`config.mk`:
```
export PLATFORM = sky130hd
export DESIGN_NAME = ip_header_flow_key_extractor_top
export DESIGN_NICKNAME = d
export VERILOG_FILES = /design/src/rtl/fkx_pkg.sv /design/src/rtl/fkx_capture.sv /design/src/rtl/ip_header_flow_key_extractor_top.sv
export VERILOG_INCLUDE_DIRS = /design/src /design/src/rtl
export SDC_FILE = /design/constraint.sdc
export NUM_CORES = 1
export LEC_CHECK = 0
export CAP_MARGIN = 5
export CORE_ASPECT_RATIO = 0.7
export CORE_MARGIN = 2
export CORE_UTILIZATION = 50
export CTS_CLUSTER_DIAMETER = 200
export DETAILED_ROUTE_END_ITERATION = 16
export DONT_BUFFER_PORTS = 1
export GPL_ROUTABILITY_DRIVEN = 0
export GPL_TIMING_DRIVEN = 0
export HOLD_SLACK_MARGIN = 0.06
export PLACE_DENSITY = 0.75
export SLEW_MARGIN = 25
export SYNTH_ARGS = -nofsm -noshare
export SYNTH_HDL_FRONTEND = slang
export SYNTH_SLANG_ARGS = --single-unit
```
`constraint.sdc`:
```
create_clock -name i_clk -period 15.75 [get_ports i_clk]
set_clock_uncertainty 0.2 [all_clocks]
set_input_delay 3.15 -clock i_clk [delete_from_list [all_inputs] [get_ports i_clk]]
set_output_delay 3.15 -clock i_clk [all_outputs]
set_load 0.01 [all_outputs]
```
`src/rtl/assert_macros.svh`:
```
// shared assertion macros, clocked and disabled during reset
`ifndef ASSERT_MACROS_SVH
`define ASSERT_MACROS_SVH

// condition that holds at every edge out of reset
`define FKX_ASSERT_ALWAYS(label, clk, rst_n, cond) \
    label: assert property (@(posedge clk) disable iff (!rst_n) (cond)) \
        else $error("assertion failed");

// same-cycle implication
`define FKX_ASSERT_IMP(label, clk, rst_n, ante, cons) \
    label: assert property (@(posedge clk) disable iff (!rst_n) (ante) |-> (cons)) \
        else $error("assertion failed");

// next-cycle implication
`define FKX_ASSERT_NEXT(label, clk, rst_n, ante, cons) \
    label: assert property (@(posedge clk) disable iff (!rst_n) (ante) |=> (cons)) \
        else $error("assertion failed");

`endif

```
`src/rtl/fkx_pkg.sv`:
```
package fkx_pkg;

    // ip version codes
    localparam logic [3:0] VER4 = 4'd4;
    localparam logic [3:0] VER6 = 4'd6;

    // byte counter saturation point
    localparam logic [6:0] POS_LIMIT = 7'd64;

    // ipv4 header layout
    localparam logic [6:0] V4_MIN_HDR   = 7'd20;
    localparam logic [6:0] V4_PROTO_OFS = 7'd9;
    localparam logic [6:0] V4_SRC_OFS   = 7'd12;
    localparam logic [6:0] V4_DST_OFS   = 7'd16;
    localparam logic [3:0] V4_MIN_IHL   = 4'd5;

    // ipv6 header layout
    localparam logic [6:0] V6_HDR_LEN    = 7'd40;
    localparam logic [6:0] V6_PROTO_OFS  = 7'd6;
    localparam logic [6:0] V6_SRC_OFS    = 7'd8;
    localparam logic [6:0] V6_SRC_LO_OFS = 7'd16;
    localparam logic [6:0] V6_DST_OFS    = 7'd24;
    localparam logic [6:0] V6_DST_LO_OFS = 7'd32;

    // transport port field length in bytes
    localparam logic [6:0] PORT_BYTES = 7'd4;

    // transport protocols that carry ports
    localparam logic [7:0] PROTO_TCP     = 8'd6;
    localparam logic [7:0] PROTO_UDP     = 8'd17;
    localparam logic [7:0] PROTO_DCCP    = 8'd33;
    localparam logic [7:0] PROTO_SCTP    = 8'd132;
    localparam logic [7:0] PROTO_UDPLITE = 8'd136;

    typedef enum logic [1:0] {
        ST_V4  = 2'd0,
        ST_V6  = 2'd1,
        ST_ERR = 2'd2
    } t_status;

    // one packet byte
    typedef struct packed {
        logic [7:0] data_byte;
        logic       last_byte;
    } t_byte_item;

    // one flow key
    typedef struct packed {
        t_status     status;
        logic [7:0]  protocol;
        logic [63:0] src_addr_high;
        logic [63:0] src_addr_low;
        logic [63:0] dst_addr_high;
        logic [63:0] dst_addr_low;
        logic [15:0] src_port;
        logic [15:0] dst_port;
    } t_flow_key;

    // ipv4 header length in bytes, at least the minimum header
    function automatic logic [6:0] v4_hdr_len(input logic [3:0] ihl);
        logic [6:0] len;
        len = (ihl < V4_MIN_IHL) ? V4_MIN_HDR : {1'b0, ihl, 2'b00};
        return len;
    endfunction

    function automatic logic has_ports(input logic [7:0] proto);
        return (proto == PROTO_TCP) || (proto == PROTO_UDP) ||
               (proto == PROTO_DCCP) || (proto == PROTO_SCTP) ||
               (proto == PROTO_UDPLITE);
    endfunction

endpackage

```
`src/rtl/fkx_capture.sv`:
```
`include "assert_macros.svh"

module fkx_capture (
    input  logic               i_clk,
    input  logic               i_rst_n,
    input  logic               i_step,
    input  fkx_pkg::t_byte_item i_item,
    output fkx_pkg::t_flow_key  o_key
);

    logic [6:0]  r_pos;
    logic [3:0]  r_ver;
    logic [3:0]  r_ihl;
    logic [7:0]  r_proto;
    logic [63:0] r_src_hi;
    logic [63:0] r_src_lo;
    logic [63:0] r_dst_hi;
    logic [63:0] r_dst_lo;
    logic [31:0] r_port;

    logic [6:0]  n_pos;
    logic [3:0]  n_ver;
    logic [3:0]  n_ihl;
    logic [7:0]  n_proto;
    logic [63:0] n_src_hi;
    logic [63:0] n_src_lo;
    logic [63:0] n_dst_hi;
    logic [63:0] n_dst_lo;
    logic [31:0] n_port;

    logic [7:0]  b;
    logic [6:0]  p;
    logic [6:0]  port_off;
    logic [6:0]  port_diff;
    logic        port_hit;
    logic        ok;

    assign b = i_item.data_byte;
    assign p = r_pos;

    // window of the four transport bytes
    assign port_off  = (r_ver == fkx_pkg::VER4) ? fkx_pkg::v4_hdr_len(r_ihl)
                                                : fkx_pkg::V6_HDR_LEN;
    assign port_diff = p - port_off;
    assign port_hit  = (p >= port_off) && (port_diff < fkx_pkg::PORT_BYTES) &&
                       ((r_ver == fkx_pkg::VER4) || (r_ver == fkx_pkg::VER6));

    // per-byte capture
    always_comb begin
        n_pos    = r_pos;
        n_ver    = r_ver;
        n_ihl    = r_ihl;
        n_proto  = r_proto;
        n_src_hi = r_src_hi;
        n_src_lo = r_src_lo;
        n_dst_hi = r_dst_hi;
        n_dst_lo = r_dst_lo;
        n_port   = r_port;
        if (i_step) begin
            if (p == 7'd0) begin
                n_ver    = b[7:4];
                n_ihl    = b[3:0];
                n_proto  = '0;
                n_src_hi = '0;
                n_src_lo = '0;
                n_dst_hi = '0;
                n_dst_lo = '0;
                n_port   = '0;
            end else if (p < fkx_pkg::POS_LIMIT) begin
                if (r_ver == fkx_pkg::VER4) begin
                    if (p == fkx_pkg::V4_PROTO_OFS) begin
                        n_proto = b;
                    end else if (p >= fkx_pkg::V4_SRC_OFS && p < fkx_pkg::V4_DST_OFS) begin
                        n_src_lo = {32'd0, r_src_lo[23:0], b};
                    end else if (p >= fkx_pkg::V4_DST_OFS && p < fkx_pkg::V4_MIN_HDR) begin
                        n_dst_lo = {32'd0, r_dst_lo[23:0], b};
                    end
                end else if (r_ver == fkx_pkg::VER6) begin
                    if (p == fkx_pkg::V6_PROTO_OFS) begin
                        n_proto = b;
                    end else if (p >= fkx_pkg::V6_SRC_OFS && p < fkx_pkg::V6_SRC_LO_OFS) begin
                        n_src_hi = {r_src_hi[55:0], b};
                    end else if (p >= fkx_pkg::V6_SRC_LO_OFS && p < fkx_pkg::V6_DST_OFS) begin
                        n_src_lo = {r_src_lo[55:0], b};
                    end else if (p >= fkx_pkg::V6_DST_OFS && p < fkx_pkg::V6_DST_LO_OFS) begin
                        n_dst_hi = {r_dst_hi[55:0], b};
                    end else if (p >= fkx_pkg::V6_DST_LO_OFS && p < fkx_pkg::V6_HDR_LEN) begin
                        n_dst_lo = {r_dst_lo[55:0], b};
                    end
                end
                // first transport byte lands in the top lane
                if (port_hit) begin
                    case (port_diff[1:0])
                        2'd0:    n_port[31:24] = b;
                        2'd1:    n_port[23:16] = b;
                        2'd2:    n_port[15:8]  = b;
                        2'd3:    n_port[7:0]   = b;
                        default: n_port        = r_port;
                    endcase
                end
            end
            n_pos = (p == fkx_pkg::POS_LIMIT) ? p : p + 7'd1;
        end
    end

    // header length check against bytes seen
    always_comb begin
        if (n_ver == fkx_pkg::VER4) begin
            ok = n_pos >= fkx_pkg::v4_hdr_len(n_ihl);
        end else if (n_ver == fkx_pkg::VER6) begin
            ok = n_pos >= fkx_pkg::V6_HDR_LEN;
        end else begin
            ok = 1'b0;
        end
    end

    // flow key of the packet ending with this byte
    always_comb begin
        o_key = '0;
        if (!ok) begin
            o_key.status = fkx_pkg::ST_ERR;
        end else begin
            o_key.status        = (n_ver == fkx_pkg::VER4) ? fkx_pkg::ST_V4 : fkx_pkg::ST_V6;
            o_key.protocol      = n_proto;
            o_key.src_addr_high = n_src_hi;
            o_key.src_addr_low  = n_src_lo;
            o_key.dst_addr_high = n_dst_hi;
            o_key.dst_addr_low  = n_dst_lo;
            if (fkx_pkg::has_ports(n_proto)) begin
                o_key.src_port = n_port[31:16];
                o_key.dst_port = n_port[15:0];
            end
        end
    end

    // byte counter, restarts after the last byte
    always_ff @(posedge i_clk) begin
        if (!i_rst_n) begin
            r_pos <= '0;
        end else if (i_step && i_item.last_byte) begin
            r_pos <= '0;
        end else begin
            r_pos <= n_pos;
        end
    end

    // capture registers, reloaded at the first byte of every packet
    always_ff @(posedge i_clk) begin
        r_ver    <= n_ver;
        r_ihl    <= n_ihl;
        r_proto  <= n_proto;
        r_src_hi <= n_src_hi;
        r_src_lo <= n_src_lo;
        r_dst_hi <= n_dst_hi;
        r_dst_lo <= n_dst_lo;
        r_port   <= n_port;
    end

    `FKX_ASSERT_ALWAYS(a_pos_range, i_clk, i_rst_n, r_pos <= fkx_pkg::POS_LIMIT)
    `FKX_ASSERT_NEXT(a_pos_restart, i_clk, i_rst_n, i_step && i_item.last_byte, r_pos == 7'd0)
    `FKX_ASSERT_NEXT(a_pos_hold, i_clk, i_rst_n, !i_step, $stable(r_pos))
    `FKX_ASSERT_IMP(a_err_zero, i_clk, i_rst_n, o_key.status == fkx_pkg::ST_ERR, o_key.protocol == 8'd0 && o_key.src_port == 16'd0 && o_key.src_addr_low == 64'd0)

endmodule

```
`src/rtl/ip_header_flow_key_extractor_top.sv`:
```
// a flow key is loaded into the output register as its packet's last byte steps
// throughput: one byte per cycle unless stalled, sustained across packet boundaries
// the only stall is a last byte waiting while the output register holds an untaken key
// reset (synchronous, active low) empties the input and output registers and
// restarts the byte counter; capture registers reload at each packet's first byte
`include "assert_macros.svh"

module ip_header_flow_key_extractor_top (
    input  logic        i_clk,
    input  logic        i_rst_n,
    input  logic        i_in_valid,
    output logic        o_in_ready,
    input  logic [7:0]  i_data_byte,
    input  logic        i_last_byte,
    output logic        o_out_valid,
    input  logic        i_out_ready,
    output logic [1:0]  o_status,
    output logic [7:0]  o_protocol,
    output logic [63:0] o_src_addr_high,
    output logic [63:0] o_src_addr_low,
    output logic [63:0] o_dst_addr_high,
    output logic [63:0] o_dst_addr_low,
    output logic [15:0] o_src_port,
    output logic [15:0] o_dst_port
);

    logic                r_in_valid;
    fkx_pkg::t_byte_item r_in_item;
    logic                r_out_valid;
    fkx_pkg::t_flow_key  r_out_key;

    fkx_pkg::t_flow_key  key;
    logic                out_free;
    logic                step;
    logic                in_acc;

    // handshake control
    assign out_free   = !r_out_valid || i_out_ready;
    assign step       = r_in_valid && (!r_in_item.last_byte || out_free);
    assign o_in_ready = !r_in_valid || step;
    assign in_acc     = i_in_valid && o_in_ready;

    // input register
    always_ff @(posedge i_clk) begin
        if (!i_rst_n) begin
            r_in_valid <= 1'b0;
        end else begin
            r_in_valid <= in_acc || (r_in_valid && !step);
        end
    end

    always_ff @(posedge i_clk) begin
        if (in_acc) begin
            r_in_item.data_byte <= i_data_byte;
            r_in_item.last_byte <= i_last_byte;
        end
    end

    fkx_capture u_capture (
        .i_clk   (i_clk),
        .i_rst_n (i_rst_n),
        .i_step  (step),
        .i_item  (r_in_item),
        .o_key   (key)
    );

    // output register
    always_ff @(posedge i_clk) begin
        if (!i_rst_n) begin
            r_out_valid <= 1'b0;
        end else if (step && r_in_item.last_byte) begin
            r_out_valid <= 1'b1;
        end else if (i_out_ready) begin
            r_out_valid <= 1'b0;
        end
    end

    always_ff @(posedge i_clk) begin
        if (step && r_in_item.last_byte) begin
            r_out_key <= key;
        end
    end

    assign o_out_valid     = r_out_valid;
    assign o_status        = r_out_key.status;
    assign o_protocol      = r_out_key.protocol;
    assign o_src_addr_high = r_out_key.src_addr_high;
    assign o_src_addr_low  = r_out_key.src_addr_low;
    assign o_dst_addr_high = r_out_key.dst_addr_high;
    assign o_dst_addr_low  = r_out_key.dst_addr_low;
    assign o_src_port      = r_out_key.src_port;
    assign o_dst_port      = r_out_key.dst_port;

    `FKX_ASSERT_IMP(a_mid_no_stall, i_clk, i_rst_n, r_in_valid && !r_in_item.last_byte, o_in_ready)
    `FKX_ASSERT_NEXT(a_key_loaded, i_clk, i_rst_n, step && r_in_item.last_byte, r_out_valid)
    `FKX_ASSERT_IMP(a_no_overwrite, i_clk, i_rst_n, r_out_valid && !i_out_ready, !(step && r_in_item.last_byte))

endmodule
```
# == After elaboration in Yosys (flattened, before gate mapping) ==
# Cells that the tools add are included.
# W data, S select, Z words.
# totals
rom_bits,0
n_memories,0
latch_bits,0
output_inout_bits,300
ramBits,0
wordCells,154
in_bits,13
ff_bits,620
# classes
n_eq_ne,15
n_div,0
bitwise,1
reduce_logical,30
multipliers,0
n_lt_le_gt_ge,17
n_mux,68
addsub,2
n_shift,0
# ops
cell,n
$mux W64,39
$mux W32,4
$mux W8,11
$lt A7 B5 Y1 const B,3
$mux W7,3
$eq A4 B3 Y1 const B,4
$eq A8 B8 Y1 const B,2
$mux W4,4
$ge A7 B4 Y1 const B,2
$ge A7 B5 Y1 const B,2
$ge A7 B6 Y1 const B,2
$ge A7 B7 Y1,2
$lt A7 B6 Y1 const B,2
$logic_and A1 B1 Y1,12
$mux W6,2
$logic_or A1 B1 Y1,9
$eq A8 B3 Y1 const B,1
$eq A8 B5 Y1 const B,1
$eq A8 B6 Y1 const B,1
$lt A4 B3 Y1 const B,2
$add A7 B1 Y7 const B,1
$eq A7 B3 Y1 const B,1
$eq A7 B4 Y1 const B,1
$eq A7 B7 Y1 const B,1
other kinds (13),21

# == Depth between registers and ports, before layout ==
# Gate-level depths: netlist of the first run.
# depth
depth_word,13
ltp_mapped,17
ltp_nobuf,15

# == By module ==
# A second synthesis of the first run with hierarchy kept.
# hier_totals
hier_cells,1571
hier_area_um2,22182.5
# by_module_without_submodules
module,cells_per_inst,area_per_inst_um2,seq_area_each_um2,instances
fkx_capture,1252,12846.1,6226.0,1
ip_header_flow_key_extractor_top,319,9336.5,9258.9,1

# == Least setup slack after synthesis of the first run ==
# No wires, ideal clock.
# synth_path
kind,input to register
start,in i_out_ready
end,"reg r_out_key, in the netlist o_dst_addr_high[0] (enable)"
arrival_ns,9.693
setup_ns,0.648
required_ns,14.902
setup_slack_ns,5.209
n_path_buf,1
path_stages,5
path_cell_list,and3b_1 -> nor2_1 -> clkbuf_1 -> nand2_1 -> inv_1
# synth_between
elab_chain_cells,4
# synth_lines
item,line,rtl
from (decl),ip_header_flow_key_extractor_top.sv:16,"input logic i_out_ready,"
$logic_or A1 B1 Y1,ip_header_flow_key_extractor_top.sv:38,assign out_free = !r_out_valid || i_out_ready;
$logic_or A1 B1 Y1,ip_header_flow_key_extractor_top.sv:39,assign step = r_in_valid && (!r_in_item.last_byte || out_free);
$logic_and A1 B1 Y1,ip_header_flow_key_extractor_top.sv:39,
$logic_and A1 B1 Y1,ip_header_flow_key_extractor_top.sv:79,if (step && r_in_item.last_byte) begin
to (signal assigned),ip_header_flow_key_extractor_top.sv:80,r_out_key <= key;
to (decl),ip_header_flow_key_extractor_top.sv:30,fkx_pkg::t_flow_key r_out_key;
# No other way between the ends.
# A chain may end at the register's enable or synchronous reset.

# == Worst setup path in the final report of the first run ==
# layout_path
start,in i_out_ready
end,out o_in_ready
# layout_between
elab_chain_cells,4
# layout_lines
item,line,rtl
$logic_or A1 B1 Y1,ip_header_flow_key_extractor_top.sv:38,
$logic_or A1 B1 Y1,ip_header_flow_key_extractor_top.sv:39,
$logic_and A1 B1 Y1,ip_header_flow_key_extractor_top.sv:39,
$logic_or A1 B1 Y1,ip_header_flow_key_extractor_top.sv:40,assign o_in_ready = !r_in_valid || step;
to (decl),ip_header_flow_key_extractor_top.sv:12,"output logic o_in_ready,"
# No other way between the ends.

==> impl_metrics.py, run 1 <==
metrics = {
    "status": {
        "status": "complete, no violations",
    },
    "logic_synthesis": {
        "synth_fa_ha_area_share_pct": 0.773,
        "synth_nets": 1807,
        "ys.flop_type": "dfxtp_1",
        "ys_seq_area_share_pct": 70.4,
        "synth_seq_cells": 620,
        "ys.warnings.count": 0,
        "synth-simple-area-share_pct": 9.57,
        "yosys.area.top_type": "edfxtp_1",
        "async_flop_share_pct": 0,
        "synthTopCellsByArea": "edfxtp_1, dfxtp_1, a22oi_1, nor2_1, inv_1",
        "synth_top_area_share_pct": 41.9,
        "synth-compound-area-share_pct": 11.8,
        "avgSynthCellArea_um2": 12.4,
        "syn_area_mm2": 0.0220,
        "synth.mux.area_fraction_pct": 0.546,
        "postSynthCellCount": 1781,
        "synth_commonest_cells": "dfxtp_1, edfxtp_1, nor2_1",
        "synthMostInstantiatedCell": "dfxtp_1",
        "synth_edf_count": 307,
        "synth-xor-area-share_pct": 0.199,
        "synth_top_family_by_area": "compound AO/OA/AOI/OAI gates",
        "synth_cell_types": 60,
    },
    "pwr": {
        "p_per_area_mw_per_mm2": 132,
        "total_power_mw": 3.28,
        "power_leakage_nw": 9.79,
        "ir_drop_v": 0.0000854,
    },
    "route": {
        "drc": 0,
        "post_drt_wl_per_cell_um": 20.7,
        "ant_nets": 0,
        "vias": 13602,
        "routed_wl_um": 51400,
        "drtIter0Drc": 1398,
        "avgViaCountPerCell": 5.48,
        "first_pass_iters": 5,
    },
    "sta": {
        "period_share_pct": 44.5,
        "hold_viol": 0,
        "worstMarginPinSlew_ns": 1.07,
        "finalMaxSlewViolations": 0,
        "max_slew_margin_pct": 28.5,
        "worst_slack_ns": 8.74,
        "tns_ns": 0,
        "max_freq_ghz": 0.143,
        "rsz0062_at_grt": "no",
        "setup-violations-final": 0,
        "min_period_ns": 7.01,
    },
    "worst_setup_path": {
        "worstRegToRegCells": 15,
        "r2r_slack_ns": 10.39,
        "critPathBufInv": 0,
        "path_max_fanout": 3,
        "r2r-end": "o_protocol[5]",
        "critPathLaunchType": "input port",
        "cp-end-kind": "output pin",
        "reg2reg_from": "u_capture.p[0]",
        "crit_required_ns": 12.40,
        "slowest_stage": "or2_2",
        "crit_type": "in2out",
        "slowest_delay_ns": 0.36,
        "path_delay_family": "simple AND/OR/NAND/NOR gates",
        "worstPathArrival_ns": 3.66,
        "crit_chain": "nand2b_1 > or2_2",
    },
    "floorplan": {
        "io_pins": 313,
        "die_w_um": 255,
        "start_util_pct": 50.5,
        "die_area_mm2": 0.0457,
        "core-area_mm2": 0.0436,
        "die_h_um": 180,
        "rows": 64,
    },
    "worst_hold_path": {
        "holdPathStages": 2,
        "holdPathEnd": "u_capture.r_src_lo[63]",
        "hold_class": "reg2reg",
        "worstHoldStart": "u_capture.r_src_lo[63]",
    },
    "clock_network": {
        "clockBufferDepth": 3,
        "numCtsBuffers": 55,
        "clk_latency_ns": 0.61,
        "htreeDepth": 2,
        "cts_setup_buffers": 0,
        "clock_sinks": 620,
        "cts_tree": "yes",
        "root_buffer": "clkbuf_16",
        "cts_hold_buf": 0,
        "cts_resized": 0,
        "clkTransAtPathRegs_ns": 0.06,
    },
    "placement": {
        "portBuffers": 0,
        "dp_hpwl_um": 35300,
        "dp.cells": 2377,
        "dpl_worst_slack_ns": 8.29,
    },
    "cells_and_area": {
        "num_antenna_cells": 0,
        "drive_above_1_share_pct": 9.33,
        "fillCellCount": 3497,
        "final_cells": 2481,
        "final_nets": 1866,
        "area_delta_synth_final_pct": 12.6,
        "final_core_util_pct": 56.9,
    },
    "global_routing": {
        "grt_util_all_layers_pct": 21.9,
        "grt_pass1_wl_um": 77200,
        "grt_pass1_vias": 13231,
        "grt_max_degree": 111,
        "globalRoute.totalOverflow": 0,
        "antenna_found_initial": 0,
    },
    "job": {
        "maxCapViolations": 0,
    },
}
-- worst max path at each step --
stage | cells after the start | startpoint | to | slack [ns]
floorplan | 5 | i_out_ready | o_dst_addr_high[0] | 5.21
global placement | 5 | i_out_ready | o_dst_addr_high[36] | 2.74
detailed placement | 13 | i_out_ready | o_protocol[5] | 8.29
CTS | 2 | i_out_ready | o_in_ready | 8.73
global route | 13 | i_out_ready | o_protocol[6] | 8.70
finish | 2 | i_out_ready | o_in_ready | 8.74
-- registers in the layout, summed over array words and instances, names as in the netlist --
| register | count |
|---|---|
| o_dst_addr_high | 64 |
| o_dst_port | 16 |
| u_capture.p | 7 |
| u_capture.r_ihl | 4 |
| u_capture.r_ver | 4 |
| o_dst_addr_low | 64 |
| u_capture.r_proto | 8 |
| u_capture.r_dst_hi | 64 |
| r_in_valid | 1 |
| u_capture.r_src_lo | 64 |
| o_src_addr_high | 64 |
| u_capture.r_port | 32 |
| u_capture.r_dst_lo | 64 |
| o_out_valid | 1 |
| o_src_addr_low | 64 |
| o_src_port | 16 |
| o_protocol | 8 |
| u_capture.r_src_hi | 64 |
| r_in_item | 9 |
| o_status | 2 |
-- final cells by class --
class,instances,area [um2],area share (%)
plain buffers,104,468,1.89
clock buffers,81,1630,6.58
clock inverters,23,338,1.36
inverters,269,1020,4.11
multi-input cells,788,5040,20.3
flip-flops and latches,620,15500,62.5
well taps,594,743,3.00
repair buffers,2,55.1,0.222
-- cells by family (layout without fill, tap and decap cells) --
kind of cell | after synthesis | count (layout)
mux | 12 | 12
compound gates | 338 | 338
fa+ha+maj | 13 | 13
flops | 620 | 620
simple gates | 420 | 420
xor+xnor | 5 | 5
buf+inv | 373 | 479
-- layer usage --
layer | up-vias | routed length, um | track usage [%]
li1 | 6318 | - | -
met1 | 6663 | 22100 | 30.4
met2 | 535 | 23900 | 34.6
met3 | 86 | 4210 | 5.53
met4 | 0 | 1200 | 5.73
met5 | - | 0 | 0
-- through the flow --
stage,cell area (um2),hold slack (ns)
after floorplan,22000,0.217
after global placement,22700,0.228
after detailed placement,22800,0.240
after CTS,24800,0.256
after global routing,24800,0.281
final,24800,0.262
-- power by group --
group / switching (mW) / internal (mW) / total [mW]
Sequential: 0.0335 / 1.72 / 1.75
Clock: 0.597 / 0.839 / 1.44
Combinational: 0.0685 / 0.0205 / 0.0891
Total: 0.699 / 2.58 / 3.28
-- cell usage in the layout, fill, tap and decap left out, drive strengths merged, types with 8 or more instances in the layout --
cell type	n
mux2i	12
nand2	32
edfxtp	307
clkinv	8
nor2	286
a21oi	10
clkbuf	148
o21ai	14
nor3b	38
inv	272
nor3	12
dfxtp	313
ha	12
buf	39
a22o	32
a22oi	257
Note: power is estimated with default switching activity, not from simulation.
==> inputs of run 2 (changes only) <==
Settings changed: PLACE_DENSITY 0.75 to 0.78.
Clock period 15.75 ns to 6 ns, I/O delays scaled along.
==> run 2 against run 1 <==
Utilization up 0.052 points. Worst setup slack got worse by 8.1 ns. Clock power rose by 140%. Largest cell class unchanged. Highest routed layer unchanged. Global-route usage up 0.44 points. Total power rose to 2.5 times the previous value. Sequential share of layout area decreased by 0.057 points. Cell count is 0.36% higher. Die area stayed put.
==> impl_metrics.py, run 2 (synthesized netlist as in run 1, its figures left out) <==
metrics = {
    "status": {
        "status": "complete, no violations",
    },
    "sta": {
        "rsz0062_at_grt": "no",
        "period_share_pct": 89.6,
        "max_slew_margin_pct": 26.1,
        "worstMarginPinSlew_ns": 1.11,
        "hold_viol": 0,
        "tns_ns": 0,
        "finalMaxSlewViolations": 0,
        "max_freq_ghz": 0.186,
        "hold_slack_ns": 0.265,
        "min_period_ns": 5.38,
        "setup-violations-final": 0,
    },
    "worst_setup_path": {
        "cp-end-kind": "register",
        "r2r_slack_ns": 0.62,
        "reg2reg_from": "u_capture.p[0]",
        "crit_type": "reg2reg",
        "worstRegToRegCells": 15,
        "crit_start": "u_capture.p[0]",
        "crit_required_ns": 6.08,
        "worstPathArrival_ns": 5.46,
        "critPathLaunchType": "register",
        "r2r-end": "o_protocol[5]",
        "path_max_fanout": 10,
    },
    "placement": {
        "portBuffers": 0,
        "dp_hpwl_um": 36300,
        "place_area_mm2": 0.0230,
    },
    "cells_and_area": {
        "area_delta_synth_final_pct": 12.7,
        "num_antenna_cells": 0,
        "layout_common_cells": "dfxtp_1, edfxtp_1, nor2_1",
        "final_nets": 1875,
        "drive_above_1_share_pct": 9.65,
        "design_area_mm2": 0.0248,
        "final_common_cell": "dfxtp_1",
        "fillCellCount": 3377,
        "final_core_util_pct": 56.9,
    },
    "route": {
        "drtIter0Drc": 1301,
        "ant_nets": 0,
        "vias": 13732,
        "routed_wl_um": 52300,
        "post_drt_wl_per_cell_um": 21.0,
        "first_pass_iters": 6,
        "avgViaCountPerCell": 5.51,
        "drc": 0,
    },
    "pwr": {
        "combPwrFrac_pct": 3.0,
        "p_per_area_mw_per_mm2": 336,
        "swShare_pct": 21.8,
        "total_power_mw": 8.34,
        "seqPwrFrac_pct": 55.2,
        "p_int_mw": 6.52,
        "pwr-share-clk_pct": 41.9,
        "p_switching_mw": 1.82,
        "ir_drop_v": 0.000243,
        "power_leakage_nw": 9.80,
    },
    "global_routing": {
        "grt_util_all_layers_pct": 22.4,
        "globalRoute.totalOverflow": 0,
        "antenna_found_initial": 0,
        "grt_pass1_vias": 13357,
        "grt_max_degree": 39,
        "grt_pass1_wl_um": 78800,
    },
    "clock_network": {
        "cts_setup_buffers": 0,
        "htreeDepth": 2,
        "cts_resized": 0,
        "cts_hold_buf": 0,
        "clockBufferDepth": 3,
        "clock_sinks": 620,
        "root_buffer": "clkbuf_16",
        "cts_tree": "yes",
        "clk_latency_ns": 0.59,
        "clkTransAtPathRegs_ns": 0.06,
        "numCtsBuffers": 56,
    },
    "floorplan": {
        "rows": 64,
        "io_pins": 313,
        "core-area_mm2": 0.0436,
        "start_util_pct": 50.5,
        "die_area_mm2": 0.0457,
        "die_h_um": 180,
        "die_w_um": 255,
    },
    "worst_hold_path": {
        "worstHoldStart": "u_capture.r_port[7]",
        "hold_class": "reg2reg",
        "holdPathEnd": "u_capture.r_port[7]",
        "holdPathStages": 1,
    },
    "job": {
        "maxCapViolations": 0,
    },
}
## run 2: power groups by stage
stage | clock, mW | sequential [mW] | combinational, mW
finish | 3.49 | 4.60 | 0.249
global route | 3.72 | 4.61 | 0.271
CTS | 3.54 | 4.60 | 0.247
detailed placement | 0 | 4.69 | 0.245
global placement | 0 | 4.71 | 0.221
floorplan | 0 | 4.68 | 0.159
## run 2: layer usage
layer	track usage, %	up-vias	share of wire (%)
li1	-	6330	-
met1	31.4	6735	43
met2	34.3	574	46
met3	5.33	93	8.2
met4	7.56	0	3.0
met5	0	-	0
## run 2: area by class of cell
type                            count  area, um2  area share [%]
Buffer                            104        480            1.94
Clock buffer                       82       1600            6.45
Clock inverter                     23        203           0.817
Inverter                          269       1010            4.09
Multi-Input combinational cell    788       5060            20.4
Sequential cell                   620      15500            62.4
Tap cell                          594        743            3.00
Timing Repair Buffer               10        215           0.868
## run 2: through the flow
stage / worst slack (ns) / instances
after global routing: 0.312 / 2490
after CTS: 0.612 / 2490
final: 0.624 / 2490
after global placement: -2.69 / 2375
after detailed placement: 0.556 / 2385
after floorplan: -0.807 / 1781
## run 2: worst max path at each step
| stage | to | depth (start not counted) | slack, ns |
|---|---|---|---|
| 3_5_place_dp | o_protocol[5] | 13 | 0.56 |
| 2_1_floorplan | o_dst_addr_high[0] | 5 | -0.81 |
| 6_report | o_protocol[5] | 15 | 0.62 |
| 3_3_place_gp | o_src_addr_low[51] | 5 | -2.69 |
| 5_1_grt | o_protocol[5] | 15 | 0.31 |
| 4_1_cts | o_protocol[5] | 15 | 0.61 |
## run 2: critical path, cell delays in order, from the launching register on
cell and delay (ns):
dfxtp_1 0.39, inv_1 0.14, ha_1 0.20, nor3b_1 0.63, nand4_2 0.46, mux2i_1 0.38, inv_1 0.13, o21ai_0 0.23
ha_1 0.28, nor2b_1 0.13, o21a_1 0.16, o21ai_0 0.14, o2111ai_1 0.20, a21oi_4 0.49, clkbuf_1 0.78, nor3_1 0.15
